[config.mk]
export PLATFORM = sky130hd
export DESIGN_NAME = spectrum_slot_allocator
export DESIGN_NICKNAME = d
export VERILOG_FILES = /design/src/sv/ssa_pkg.sv /design/src/sv/spectrum_slot_allocator.sv /design/src/sv/ssa_front.sv /design/src/sv/ssa_queue.sv /design/src/sv/ssa_divider.sv /design/src/sv/ssa_back.sv
export SDC_FILE = /design/constraint.sdc
export NUM_CORES = 2
export LEC_CHECK = 0
export BUFFER_PORTS_ARGS = -buffer_cell sky130_fd_sc_hd__clkbuf_2
export CORE_ASPECT_RATIO = 1.1
export CORE_MARGIN = 3
export CORE_UTILIZATION = 50
export CTS_CLUSTER_DIAMETER = 30
export DETAILED_ROUTE_END_ITERATION = 10
export GPL_TIMING_DRIVEN = 0
export HOLD_SLACK_MARGIN = 0.08
export MAX_ROUTING_LAYER = met4
export PLACE_DENSITY = 0.65
export RECOVER_POWER = 25
export SYNTH_ARGS = -nofsm -noshare
export SYNTH_HDL_FRONTEND = slang
export SYNTH_SLANG_ARGS = --single-unit
[constraint.sdc]
create_clock -name clk -period 10.3 [get_ports clk]
set_clock_uncertainty 0.1 [all_clocks]
set_input_delay 3.09 -clock clk [delete_from_list [all_inputs] [get_ports clk]]
set_output_delay 3.09 -clock clk [all_outputs]
set_load 0.01 [all_outputs]
[src/sv/ssa_pkg.sv]
// ----------------------------------------------------------------------------
// ssa_pkg: shared types and codes of the spectrum slot allocator
// Request, response and configuration structs, status codes and the item
// that travels from the front end to the back end.
// ----------------------------------------------------------------------------
`default_nettype none

package ssa_pkg;

  localparam int CFG_INDEX_W = 2;
  localparam int CFG_DATA_W  = 20;
  localparam int RATE_W      = 20;
  localparam int COUNT_W     = 7;
  localparam int DIV_STEPS   = RATE_W;
  localparam int QUEUE_DEPTH = 2;

  localparam logic [1:0] OP_CHECK   = 2'd0;
  localparam logic [1:0] OP_OCCUPY  = 2'd1;
  localparam logic [1:0] OP_RELEASE = 2'd2;

  localparam logic [CFG_INDEX_W-1:0] CFG_MODES = 2'd0;
  localparam logic [CFG_INDEX_W-1:0] CFG_SLOTS = 2'd1;
  localparam logic [CFG_INDEX_W-1:0] CFG_GRAIN = 2'd2;

  localparam logic [COUNT_W-1:0] COUNT_SAT = 7'd64;

  typedef enum logic [2:0] {
    ST_SUCCESS,
    ST_BAD_MODE,
    ST_BAD_SLOT,
    ST_PAST_END,
    ST_BUSY,
    ST_NOT_FOUND,
    ST_ZERO_DEMAND
  } status_t;

  typedef enum logic [1:0] {
    ACT_CHECK,
    ACT_OCCUPY,
    ACT_RELEASE
  } action_t;

  typedef struct packed {
    logic [1:0]        op;
    logic [1:0]        mode_index;
    logic [5:0]        start_slot;
    logic [RATE_W-1:0] rate_mhz;
  } req_t;

  typedef struct packed {
    logic               passed;
    logic [2:0]         status;
    logic [COUNT_W-1:0] slot_count;
  } resp_t;

  typedef struct packed {
    logic [COUNT_W-1:0] slot_limit;
    logic [RATE_W-1:0]  grain;
  } cfg_view_t;

  typedef struct packed {
    action_t            action;
    logic [1:0]         mode_index;
    logic [5:0]         start_slot;
    logic [RATE_W-1:0]  rate_mhz;
    logic               settled;
    status_t            status;
    logic [COUNT_W-1:0] slot_count;
  } item_t;

  typedef struct packed {
    logic full;
    logic not_empty;
  } qstat_t;

endpackage

`default_nettype wire

[src/sv/spectrum_slot_allocator.sv]
// ----------------------------------------------------------------------------
// spectrum_slot_allocator: contiguous spectrum slot allocation
// Checks, occupies and releases runs of slots in per-mode occupancy maps.
//
//   channel  | direction | handshake            | payload
//   cfg      | in        | cfg_valid/cfg_ready  | cfg_index, cfg_data
//   in       | in        | in_valid/in_ready    | ssa_pkg::req_t
//   out      | out       | out_valid/out_ready  | ssa_pkg::resp_t
//
// A check or occupy request passes the 20-step divider that works out the slot
// count before its response is offered. A release reads the run length memory
// instead, and a request settled in the front end skips both.
// After reset a clearing pass over all MAX_MODES * MAX_SLOTS entries empties
// the run length memory; no request is taken until it ends.
// A two-entry queue takes further requests while the back end is busy or a
// response is stalled.
// ----------------------------------------------------------------------------
`default_nettype none

module spectrum_slot_allocator #(
  parameter int MAX_MODES = 4,
  parameter int MAX_SLOTS = 64
) (
  input  logic                            clk,
  input  logic                            rst,
  input  logic                            cfg_valid,
  output logic                            cfg_ready,
  input  logic [ssa_pkg::CFG_INDEX_W-1:0] cfg_index,
  input  logic [ssa_pkg::CFG_DATA_W-1:0]  cfg_data,
  input  logic                            in_valid,
  output logic                            in_ready,
  input  ssa_pkg::req_t                   in_data,
  output logic                            out_valid,
  input  logic                            out_ready,
  output ssa_pkg::resp_t                  out_data
);
  import ssa_pkg::*;

  logic              init_done;
  qstat_t            qstat;
  logic              push;
  item_t             push_item;
  logic              pop;
  item_t             pop_item;
  cfg_view_t         cfg;
  logic              div_start;
  logic [RATE_W-1:0] div_dividend;
  logic              div_done;
  logic [RATE_W-1:0] div_quo;
  logic              div_rem_nz;

  ssa_front #(
    .MAX_MODES(MAX_MODES),
    .MAX_SLOTS(MAX_SLOTS)
  ) u_front (
    .clk       (clk),
    .rst       (rst),
    .cfg_valid (cfg_valid),
    .cfg_ready (cfg_ready),
    .cfg_index (cfg_index),
    .cfg_data  (cfg_data),
    .in_valid  (in_valid),
    .in_ready  (in_ready),
    .in_data   (in_data),
    .init_done (init_done),
    .qstat     (qstat),
    .push      (push),
    .push_item (push_item),
    .cfg       (cfg)
  );

  ssa_queue u_queue (
    .clk       (clk),
    .rst       (rst),
    .push      (push),
    .push_item (push_item),
    .pop       (pop),
    .pop_item  (pop_item),
    .qstat     (qstat)
  );

  ssa_divider u_divider (
    .clk      (clk),
    .rst      (rst),
    .start    (div_start),
    .dividend (div_dividend),
    .divisor  (cfg.grain),
    .done     (div_done),
    .quotient (div_quo),
    .rem_nz   (div_rem_nz)
  );

  ssa_back #(
    .MAX_MODES(MAX_MODES),
    .MAX_SLOTS(MAX_SLOTS)
  ) u_back (
    .clk          (clk),
    .rst          (rst),
    .qstat        (qstat),
    .q_item       (pop_item),
    .pop          (pop),
    .cfg          (cfg),
    .div_start    (div_start),
    .div_dividend (div_dividend),
    .div_done     (div_done),
    .div_quo      (div_quo),
    .div_rem_nz   (div_rem_nz),
    .init_done    (init_done),
    .out_valid    (out_valid),
    .out_ready    (out_ready),
    .out_data     (out_data)
  );

`ifndef SYNTHESIS
  a_no_request_while_clearing: assert property (@(posedge clk) disable iff (rst)
    !init_done |-> !in_ready)
    else $error("request taken during the clearing pass");

  a_no_queue_overflow: assert property (@(posedge clk) disable iff (rst)
    push |-> !qstat.full)
    else $error("request pushed into a full queue");

  a_success_has_run: assert property (@(posedge clk) disable iff (rst)
    (out_valid && out_data.passed) |->
      (out_data.status == ST_SUCCESS && out_data.slot_count != '0 &&
       out_data.slot_count <= COUNT_SAT))
    else $error("successful response without a valid run length");

  a_refusal_has_no_count: assert property (@(posedge clk) disable iff (rst)
    (out_valid && (out_data.status == ST_BAD_MODE || out_data.status == ST_BAD_SLOT ||
                   out_data.status == ST_ZERO_DEMAND || out_data.status == ST_NOT_FOUND))
      |-> (out_data.slot_count == '0 && !out_data.passed))
    else $error("refused response carries a slot count");
`endif

endmodule

`default_nettype wire

[src/sv/ssa_front.sv]
// ----------------------------------------------------------------------------
// ssa_front: request intake and classification
// Holds the configuration registers, takes requests and settles those that
// are refused on fields or a zero grain before queueing them for the back end.
// ----------------------------------------------------------------------------
`default_nettype none

module ssa_front #(
  parameter int MAX_MODES = 4,
  parameter int MAX_SLOTS = 64
) (
  input  logic                                clk,
  input  logic                                rst,
  input  logic                                cfg_valid,
  output logic                                cfg_ready,
  input  logic [ssa_pkg::CFG_INDEX_W-1:0]     cfg_index,
  input  logic [ssa_pkg::CFG_DATA_W-1:0]      cfg_data,
  input  logic                                in_valid,
  output logic                                in_ready,
  input  ssa_pkg::req_t                       in_data,
  input  logic                                init_done,
  input  ssa_pkg::qstat_t                     qstat,
  output logic                                push,
  output ssa_pkg::item_t                      push_item,
  output ssa_pkg::cfg_view_t                  cfg
);
  import ssa_pkg::*;

  logic [2:0]         modes_in_use;
  logic [COUNT_W-1:0] slots_in_use;
  logic [RATE_W-1:0]  slot_grain_mhz;
  logic [7:0]         modes_eff;
  logic [7:0]         slots_eff;

  assign cfg_ready = 1'b1;

  always_ff @(posedge clk) begin
    if (rst) begin
      modes_in_use   <= 3'd1;
      slots_in_use   <= 7'd1;
      slot_grain_mhz <= 20'd100000;
    end else if (cfg_valid && cfg_ready) begin
      case (cfg_index)
        CFG_MODES: modes_in_use   <= cfg_data[2:0];
        CFG_SLOTS: slots_in_use   <= cfg_data[COUNT_W-1:0];
        CFG_GRAIN: slot_grain_mhz <= cfg_data[RATE_W-1:0];
        default: ;
      endcase
    end
  end

  assign modes_eff = ({5'd0, modes_in_use} > 8'(MAX_MODES)) ? 8'(MAX_MODES)
                                                            : {5'd0, modes_in_use};
  assign slots_eff = ({1'b0, slots_in_use} > 8'(MAX_SLOTS)) ? 8'(MAX_SLOTS)
                                                            : {1'b0, slots_in_use};

  assign cfg.slot_limit = slots_eff[COUNT_W-1:0];
  assign cfg.grain      = slot_grain_mhz;

  assign in_ready = init_done && !qstat.full;
  assign push     = in_valid && in_ready;

  always_comb begin
    push_item.mode_index = in_data.mode_index;
    push_item.start_slot = in_data.start_slot;
    push_item.rate_mhz   = in_data.rate_mhz;
    push_item.settled    = 1'b0;
    push_item.status     = ST_SUCCESS;
    push_item.slot_count = '0;
    case (in_data.op)
      OP_OCCUPY:  push_item.action = ACT_OCCUPY;
      OP_RELEASE: push_item.action = ACT_RELEASE;
      default:    push_item.action = ACT_CHECK;
    endcase
    if (in_data.op == OP_RELEASE) begin
      if (int'(in_data.mode_index) >= MAX_MODES || int'(in_data.start_slot) >= MAX_SLOTS) begin
        push_item.settled = 1'b1;
        push_item.status  = ST_NOT_FOUND;
      end
    end else if ({6'd0, in_data.mode_index} >= modes_eff) begin
      push_item.settled = 1'b1;
      push_item.status  = ST_BAD_MODE;
    end else if ({2'd0, in_data.start_slot} >= slots_eff) begin
      push_item.settled = 1'b1;
      push_item.status  = ST_BAD_SLOT;
    end else if (in_data.rate_mhz == '0) begin
      push_item.settled = 1'b1;
      push_item.status  = ST_ZERO_DEMAND;
    end else if (slot_grain_mhz == '0) begin
      push_item.settled    = 1'b1;
      push_item.status     = ST_PAST_END;
      push_item.slot_count = COUNT_SAT;
    end
  end

endmodule

`default_nettype wire

[src/sv/ssa_queue.sv]
// ----------------------------------------------------------------------------
// ssa_queue: two-entry queue between front end and back end
// Lets the front end take the next request while the back end is busy.
// ----------------------------------------------------------------------------
`default_nettype none

module ssa_queue (
  input  logic            clk,
  input  logic            rst,
  input  logic            push,
  input  ssa_pkg::item_t  push_item,
  input  logic            pop,
  output ssa_pkg::item_t  pop_item,
  output ssa_pkg::qstat_t qstat
);
  import ssa_pkg::*;

  localparam int PW = (QUEUE_DEPTH > 1) ? $clog2(QUEUE_DEPTH) : 1;
  localparam int CW = $clog2(QUEUE_DEPTH + 1);

  item_t         entries [QUEUE_DEPTH];
  logic [PW-1:0] wr_ptr;
  logic [PW-1:0] rd_ptr;
  logic [CW-1:0] fill;

  assign qstat.full      = (fill == CW'(QUEUE_DEPTH));
  assign qstat.not_empty = (fill != '0);
  assign pop_item        = entries[rd_ptr];

  always_ff @(posedge clk) begin
    if (push) begin
      entries[wr_ptr] <= push_item;
    end
  end

  always_ff @(posedge clk) begin
    if (rst) begin
      wr_ptr <= '0;
      rd_ptr <= '0;
      fill   <= '0;
    end else begin
      if (push) begin
        wr_ptr <= (wr_ptr == PW'(QUEUE_DEPTH - 1)) ? '0 : wr_ptr + PW'(1);
      end
      if (pop) begin
        rd_ptr <= (rd_ptr == PW'(QUEUE_DEPTH - 1)) ? '0 : rd_ptr + PW'(1);
      end
      if (push && !pop) begin
        fill <= fill + CW'(1);
      end else if (pop && !push) begin
        fill <= fill - CW'(1);
      end
    end
  end

endmodule

`default_nettype wire

[src/sv/ssa_divider.sv]
// ----------------------------------------------------------------------------
// ssa_divider: restoring divider for the slot count
// Produces one quotient bit per cycle and flags a non-zero remainder so that
// the caller can round the quotient up.
// ----------------------------------------------------------------------------
`default_nettype none

module ssa_divider (
  input  logic                      clk,
  input  logic                      rst,
  input  logic                      start,
  input  logic [ssa_pkg::RATE_W-1:0] dividend,
  input  logic [ssa_pkg::RATE_W-1:0] divisor,
  output logic                      done,
  output logic [ssa_pkg::RATE_W-1:0] quotient,
  output logic                      rem_nz
);
  import ssa_pkg::*;

  localparam int SW = $clog2(DIV_STEPS);

  logic [RATE_W:0]   rem;
  logic [RATE_W-1:0] quo;
  logic [SW-1:0]     step;
  logic              running;
  logic [RATE_W:0]   shifted;
  logic [RATE_W+1:0] trial;

  assign shifted  = {rem[RATE_W-1:0], quo[RATE_W-1]};
  assign trial    = {1'b0, shifted} - {2'b00, divisor};
  assign quotient = quo;
  assign rem_nz   = (rem != '0);

  always_ff @(posedge clk) begin
    if (rst) begin
      running <= 1'b0;
      done    <= 1'b0;
    end else begin
      done <= 1'b0;
      if (start) begin
        rem     <= '0;
        quo     <= dividend;
        step    <= '0;
        running <= 1'b1;
      end else if (running) begin
        rem  <= trial[RATE_W+1] ? shifted : trial[RATE_W:0];
        quo  <= {quo[RATE_W-2:0], !trial[RATE_W+1]};
        step <= step + SW'(1);
        if (step == SW'(DIV_STEPS - 1)) begin
          running <= 1'b0;
          done    <= 1'b1;
        end
      end
    end
  end

endmodule

`default_nettype wire

[src/sv/ssa_back.sv]
// ----------------------------------------------------------------------------
// ssa_back: request execution
// Holds the busy maps and the run length memory, works out the slot count,
// checks and updates the maps and registers the response.
// ----------------------------------------------------------------------------
`default_nettype none

module ssa_back #(
  parameter int MAX_MODES = 4,
  parameter int MAX_SLOTS = 64
) (
  input  logic                       clk,
  input  logic                       rst,
  input  ssa_pkg::qstat_t            qstat,
  input  ssa_pkg::item_t             q_item,
  output logic                       pop,
  input  ssa_pkg::cfg_view_t         cfg,
  output logic                       div_start,
  output logic [ssa_pkg::RATE_W-1:0] div_dividend,
  input  logic                       div_done,
  input  logic [ssa_pkg::RATE_W-1:0] div_quo,
  input  logic                       div_rem_nz,
  output logic                       init_done,
  output logic                       out_valid,
  input  logic                       out_ready,
  output ssa_pkg::resp_t             out_data
);
  import ssa_pkg::*;

  localparam int DEPTH = MAX_MODES * MAX_SLOTS;
  localparam int AW    = (DEPTH > 1) ? $clog2(DEPTH) : 1;
  localparam int RW    = (MAX_MODES > 1) ? $clog2(MAX_MODES) : 1;

  typedef enum logic [2:0] {
    B_CLEAR,
    B_IDLE,
    B_FETCH,
    B_RELEASE,
    B_DIVIDE,
    B_CHECK,
    B_FINISH
  } bstate_t;

  bstate_t            state;
  item_t              cur;
  status_t            res_status;
  logic [COUNT_W-1:0] res_count;
  logic [63:0]        res_mask;
  logic [AW-1:0]      clr_idx;
  logic [63:0]        busy_rows [MAX_MODES];
  logic [COUNT_W-1:0] run_len [DEPTH];
  logic [COUNT_W-1:0] mem_rd;
  logic               mem_we;
  logic [AW-1:0]      mem_wa;
  logic [COUNT_W-1:0] mem_wd;
  logic [AW-1:0]      cur_idx;
  logic [RW-1:0]      cur_row;
  logic [63:0]        row_busy;
  logic               load;
  logic               commit;
  logic [RATE_W:0]    ceil_q;
  logic               over;
  logic [COUNT_W-1:0] chk_count;
  logic [7:0]         end_slot;
  logic [63:0]        chk_mask;
  status_t            chk_status;

  function automatic logic [63:0] run_mask(input logic [5:0] start,
                                           input logic [COUNT_W-1:0] len);
    logic [63:0] m;
    if (len == '0) begin
      m = '0;
    end else if (len >= COUNT_SAT) begin
      m = '1;
    end else begin
      m = (64'd1 << len) - 64'd1;
    end
    return m << start;
  endfunction

  assign init_done    = (state != B_CLEAR);
  assign pop          = (state == B_IDLE) && qstat.not_empty;
  assign div_start    = pop && !q_item.settled && (q_item.action != ACT_RELEASE);
  assign div_dividend = q_item.rate_mhz;

  assign cur_idx  = AW'(int'(cur.mode_index) * MAX_SLOTS + int'(cur.start_slot));
  assign cur_row  = RW'(cur.mode_index);
  assign row_busy = busy_rows[cur_row];
  assign load     = (state == B_FINISH) && (!out_valid || out_ready);
  assign commit   = load && (res_status == ST_SUCCESS);

  always_comb begin
    ceil_q    = {1'b0, div_quo} + {{RATE_W{1'b0}}, div_rem_nz};
    over      = (ceil_q > (RATE_W + 1)'(64));
    chk_count = over ? COUNT_SAT : ceil_q[COUNT_W-1:0];
    end_slot  = {2'b00, cur.start_slot} + {1'b0, chk_count};
    chk_mask  = run_mask(cur.start_slot, chk_count);
    if (over || (end_slot > {1'b0, cfg.slot_limit})) begin
      chk_status = ST_PAST_END;
    end else if ((row_busy & chk_mask) != '0) begin
      chk_status = ST_BUSY;
    end else begin
      chk_status = ST_SUCCESS;
    end
  end

  always_comb begin
    mem_we = 1'b0;
    mem_wa = cur_idx;
    mem_wd = '0;
    if (state == B_CLEAR) begin
      mem_we = 1'b1;
      mem_wa = clr_idx;
    end else if (commit) begin
      if (cur.action == ACT_OCCUPY) begin
        mem_we = 1'b1;
        mem_wd = res_count;
      end else if (cur.action == ACT_RELEASE) begin
        mem_we = 1'b1;
      end
    end
  end

  always_ff @(posedge clk) begin
    if (mem_we) begin
      run_len[mem_wa] <= mem_wd;
    end
    mem_rd <= run_len[cur_idx];
  end

  always_ff @(posedge clk) begin
    if (rst) begin
      for (int r = 0; r < MAX_MODES; r++) begin
        busy_rows[r] <= '0;
      end
    end else if (commit) begin
      if (cur.action == ACT_OCCUPY) begin
        busy_rows[cur_row] <= row_busy | res_mask;
      end else if (cur.action == ACT_RELEASE) begin
        busy_rows[cur_row] <= row_busy & ~res_mask;
      end
    end
  end

  always_ff @(posedge clk) begin
    if (rst) begin
      state     <= B_CLEAR;
      clr_idx   <= '0;
      out_valid <= 1'b0;
    end else begin
      if (out_valid && out_ready && !load) begin
        out_valid <= 1'b0;
      end
      case (state)
        B_CLEAR: begin
          clr_idx <= clr_idx + AW'(1);
          if (clr_idx == AW'(DEPTH - 1)) begin
            state <= B_IDLE;
          end
        end
        B_IDLE: begin
          if (qstat.not_empty) begin
            cur        <= q_item;
            res_status <= q_item.status;
            res_count  <= q_item.slot_count;
            res_mask   <= '0;
            if (q_item.settled) begin
              state <= B_FINISH;
            end else if (q_item.action == ACT_RELEASE) begin
              state <= B_FETCH;
            end else begin
              state <= B_DIVIDE;
            end
          end
        end
        B_FETCH: begin
          state <= B_RELEASE;
        end
        B_RELEASE: begin
          if (mem_rd == '0) begin
            res_status <= ST_NOT_FOUND;
            res_count  <= '0;
          end else begin
            res_status <= ST_SUCCESS;
            res_count  <= mem_rd;
            res_mask   <= run_mask(cur.start_slot, mem_rd);
          end
          state <= B_FINISH;
        end
        B_DIVIDE: begin
          if (div_done) begin
            state <= B_CHECK;
          end
        end
        B_CHECK: begin
          res_status <= chk_status;
          res_count  <= chk_count;
          res_mask   <= chk_mask;
          state      <= B_FINISH;
        end
        B_FINISH: begin
          if (load) begin
            out_valid           <= 1'b1;
            out_data.passed     <= (res_status == ST_SUCCESS);
            out_data.status     <= res_status;
            out_data.slot_count <= res_count;
            state               <= B_IDLE;
          end
        end
        default: begin
          state <= B_IDLE;
        end
      endcase
    end
  end

endmodule

`default_nettype wire

==> results.md <==
* Status: finished, violations left
* Failing checks: max-capacitance violations, max-slew violations
* Share of the synthesized area in the top cell type at 63.9%
* Vias per inst at 6.67
* GRT Total Usage at 37.9%
* IO Port Bufs at 69
* Row count at 176
* Min-Delay Path Depth at 0
* EDFF count, synth at 2259
* Routability congestion estimate at 1.02
* Clk sinks at 2317
* Asr flop ratio synth at 0%
* Fmax at 98.0 MHz
* GRT overflow at 0
* WL met2 at 197 mm
* Final hold violations at 0
* Commonest non-fill, non-tap cell in the layout: edfxtp_1
* Pleak at 43.7 nW
* Clk pwr share at 52.9%
* Fin crit share at 99.1%
* Clk root buf: clkbuf_16
* DRC at 0
* Net load switching power at 6.00 mW
* Starting density of the core at 50.5%
* Hold path startpoint: u_back.res_status[2]$_DFFE_PP_
* Die ar. at 218000 µm²
* Final max-slew violation count at 985
* Initial DRC Count at 8567
* Total power at 25.5 mW
* Syn Area/Cell at 15.3 µm²
* Top cells by area, synth: edfxtp_1, mux4_2, nor2_1, mux2i_1, nand2_1
* Hold_ws at 0.363 ns
* Reg2Reg Setup Slack at 0.09 ns
* Worst Hold End: u_back.out_data[9]$_DFFE_PP_
* Final setup fails at 0
* Worst r2r dst: u_back.res_status[2]$_DFFE_PP_
* DRT Pass-1 Iters at 8
* Synthesized area at 106000 µm²
* Setup TNS at 0 ns
* Area Overhead vs Synth at 17.5%
* Logic pwr share at 5.8%
* Chip width at 445 µm
* Number of global-route vias before repair at 70400
* Share of layout cells above drive strength 1 at 20.7%
* Worst Path Class, Setup: flip-flop to flip-flop
* Power density cells at 205 nW/µm²
* Vias at 70600
* Post-synthesis cell type count at 106
* Worst skew pair latency at 0.99 ns
* RSZ-0062 raised after global routing: no
* Yosys warning count at 0
* Setup crit start kind: flip-flop
* CP max stage cell: xnor2_1
* Max incr delay on CP at 0.67 ns
* Main synth FF type: edfxtp_1
* Switch share at 23.5%
* Worst slew margin at -215%
* WL final at 400 mm
* CP Launch Point: u_divider.rem[19]$_SDFFCE_PP0P_
* Final #Nets at 7587
* Sequential share of the synthesized area at 65.0%
* Fin crit period at 10.21 ns
* CTS buffer count at 406
* Boundary pin count at 71
* Placed Area at 111000 µm²
* Worst slew pin tran at 4.72 ns
* Die Ht at 489 µm
* Core area at 210000 µm²
* CTS tree: built
* Antenna violations before repair at 21
* Met1 wire length at 147 mm
* WL/cell at 37.8 µm
* Mapped Cells at 6956
* Most frequent cells in the layout: edfxtp_1, nor2_1, mux4_2
* HP Class: flip-flop to flip-flop
* Seq pwr share at 41.3%
* Peak VDD IR at 251 µV
* Pin count of the biggest net entering global routing at 93
* Crit end category: flip-flop
* Syn Nets at 7065
* Final ANT Viol Nets at 0
* Clock Pin Slew Worst Setup and Hold Paths at 0.06 ns
* Internal Power at 19.5 mW
* Synth Register Bits at 2317
* Maxcap violations at 20
* WP data required at 10.84 ns
* Crit path arrival time at 10.74 ns
* Largest area contributor in the synthesized netlist: edfxtp_1
* Routed met3 length at 30.6 mm
* Reg2reg start: u_divider.rem[19]$_SDFFCE_PP0P_
* R2R depth at 28
* Dpl ws at -1.51 ns
* Bufs on Longest Clock Path at 4
* Hpwl dp at 288 mm
* First-pass GRT wire length at 556 mm
* Fin area at 125000 µm²
* Hold_buf cts at 0
* # H-tree levels at 5
* Final setup margin at 0.0942 ns
* Top routing layer in use: met4
* CP max FO at 10
critical path, delay by kind of cell (launching register included):
| family | cells | cell delay (ns) |
|---|---|---|
| AO/OA/AOI/OAI | 12 | 4.31 |
| XOR/XNOR | 1 | 0.67 |
| adder cells (fa/ha/maj) | 3 | 0.89 |
| buffers and inverters | 3 | 0.78 |
| flip-flops | 1 | 0.43 |
| AND/OR/NAND/NOR | 9 | 2.67 |
cell type report:
| cell class | instances | area (µm²) |
|---|---|---|
| multi-input combinational | 4084 | 35200 |
| inverter | 70 | 263 |
| clock buffer | 450 | 10600 |
| tap | 2759 | 3450 |
| timing repair buffer | 115 | 972 |
| clock inverter | 286 | 3310 |
| antenna | 14 | 35.0 |
| buffer | 484 | 1910 |
| fill | 15800 | 85400 |
| sequential | 2317 | 69000 |
Yosys cell counts (19+ instances only):
master / instances
a211o_1: 19
buf_1: 107
a211oi_1: 44
nand3_1: 87
a21oi_1: 317
o21a_1: 37
buf_2: 22
mux4_2: 668
nand2_1: 458
nor3_1: 88
o22ai_1: 58
mux2i_1: 176
a22oi_1: 26
nand3b_1: 23
clkbuf_1: 349
mux2_2: 75
a22o_1: 28
nor2b_1: 54
o211ai_1: 49
nor2_1: 816
xnor2_1: 24
nand2b_1: 43
a31oi_1: 37
dfxtp_1: 58
nand4_1: 33
xor2_1: 20
inv_1: 64
edfxtp_1: 2259
o21ai_0: 277
ha_1: 50
nor4_1: 30
and2_1: 121
or3_1: 28
and3_1: 22
sequential cells by signal, summed over array words and instances, names as in the netlist, 7 cells and up, named ones only:
signal and cells:
u_back.cur 8, u_back.res_mask 64, u_back.mem_rd 7, u_divider.quotient 20, u_back.clr_idx 8, u_back.busy_rows 256, u_back.out_data 11, u_back.run_len 1792
u_divider.rem 21, u_queue.entries 70, u_front.slots_in_use 7, u_back.res_count 7, u_front.slot_grain_mhz 20
through the flow:
stage	cells	utilization, %
4_1_cts	10600	59.5
3_5_place_dp	9826	52.8
2_1_floorplan	6956	-
6_report	10600	59.4
3_3_place_gp	9784	52.3
5_1_grt	10600	59.4
per-layer routing:
metal / up-vias / track usage (%)
li1: 28900 / -
met1: 36700 / 46.0
met2: 4081 / 61.4
met3: 973 / 6.77
met4: 0 / 19.3
met5: - / -
worst max path at each step:
stage          slack (ns)  cells after the start                        endpoint
4_1_cts             0.004                     29  u_back.res_status[2]$_DFFE_PP_
3_3_place_gp        -2.65                     27  u_back.res_status[2]$_DFFE_PP_
2_1_floorplan        2.47                      4  u_back.run_len[0][0]$_DFFE_PP_
6_report             0.09                     28  u_back.res_status[2]$_DFFE_PP_
3_5_place_dp        -1.51                     30  u_back.res_status[2]$_DFFE_PP_
5_1_grt              0.07                     28  u_back.res_status[2]$_DFFE_PP_
logic make-up (layout without fill, tap and decap cells):
family / after synthesis / after routing / synth area share (%)
mux: 920 / 920 / 16.6
xor+xnor: 44 / 44 / 0.363
buf+inv: 555 / 1405 / 2.01
fa+ha+maj: 52 / 52 / 0.627
flops: 2317 / 2317 / 65.0
simple gates: 1879 / 1879 / 8.02
other cells: 1 / 15 / 0.00353
compound gates: 1188 / 1188 / 7.33
repair_timing:
item / 4_1_cts / 5_1_grt
pin swaps: 0 / 1
buffers inserted: 0 / 2
gates resized for setup: 21 / 9
setup endpoints to repair: 25 / 2
power by group through the flow:
stage | clock (mW) | sequential [mW] | combinational (mW)
2_1_floorplan | 0 | 10.7 | 0.703
3_3_place_gp | 0 | 10.7 | 1.40
3_5_place_dp | 0 | 10.7 | 1.44
4_1_cts | 13.6 | 10.5 | 1.45
5_1_grt | 14.1 | 10.5 | 1.50
6_report | 13.5 | 10.5 | 1.49
Note: power is estimated with default switching activity, not from simulation.
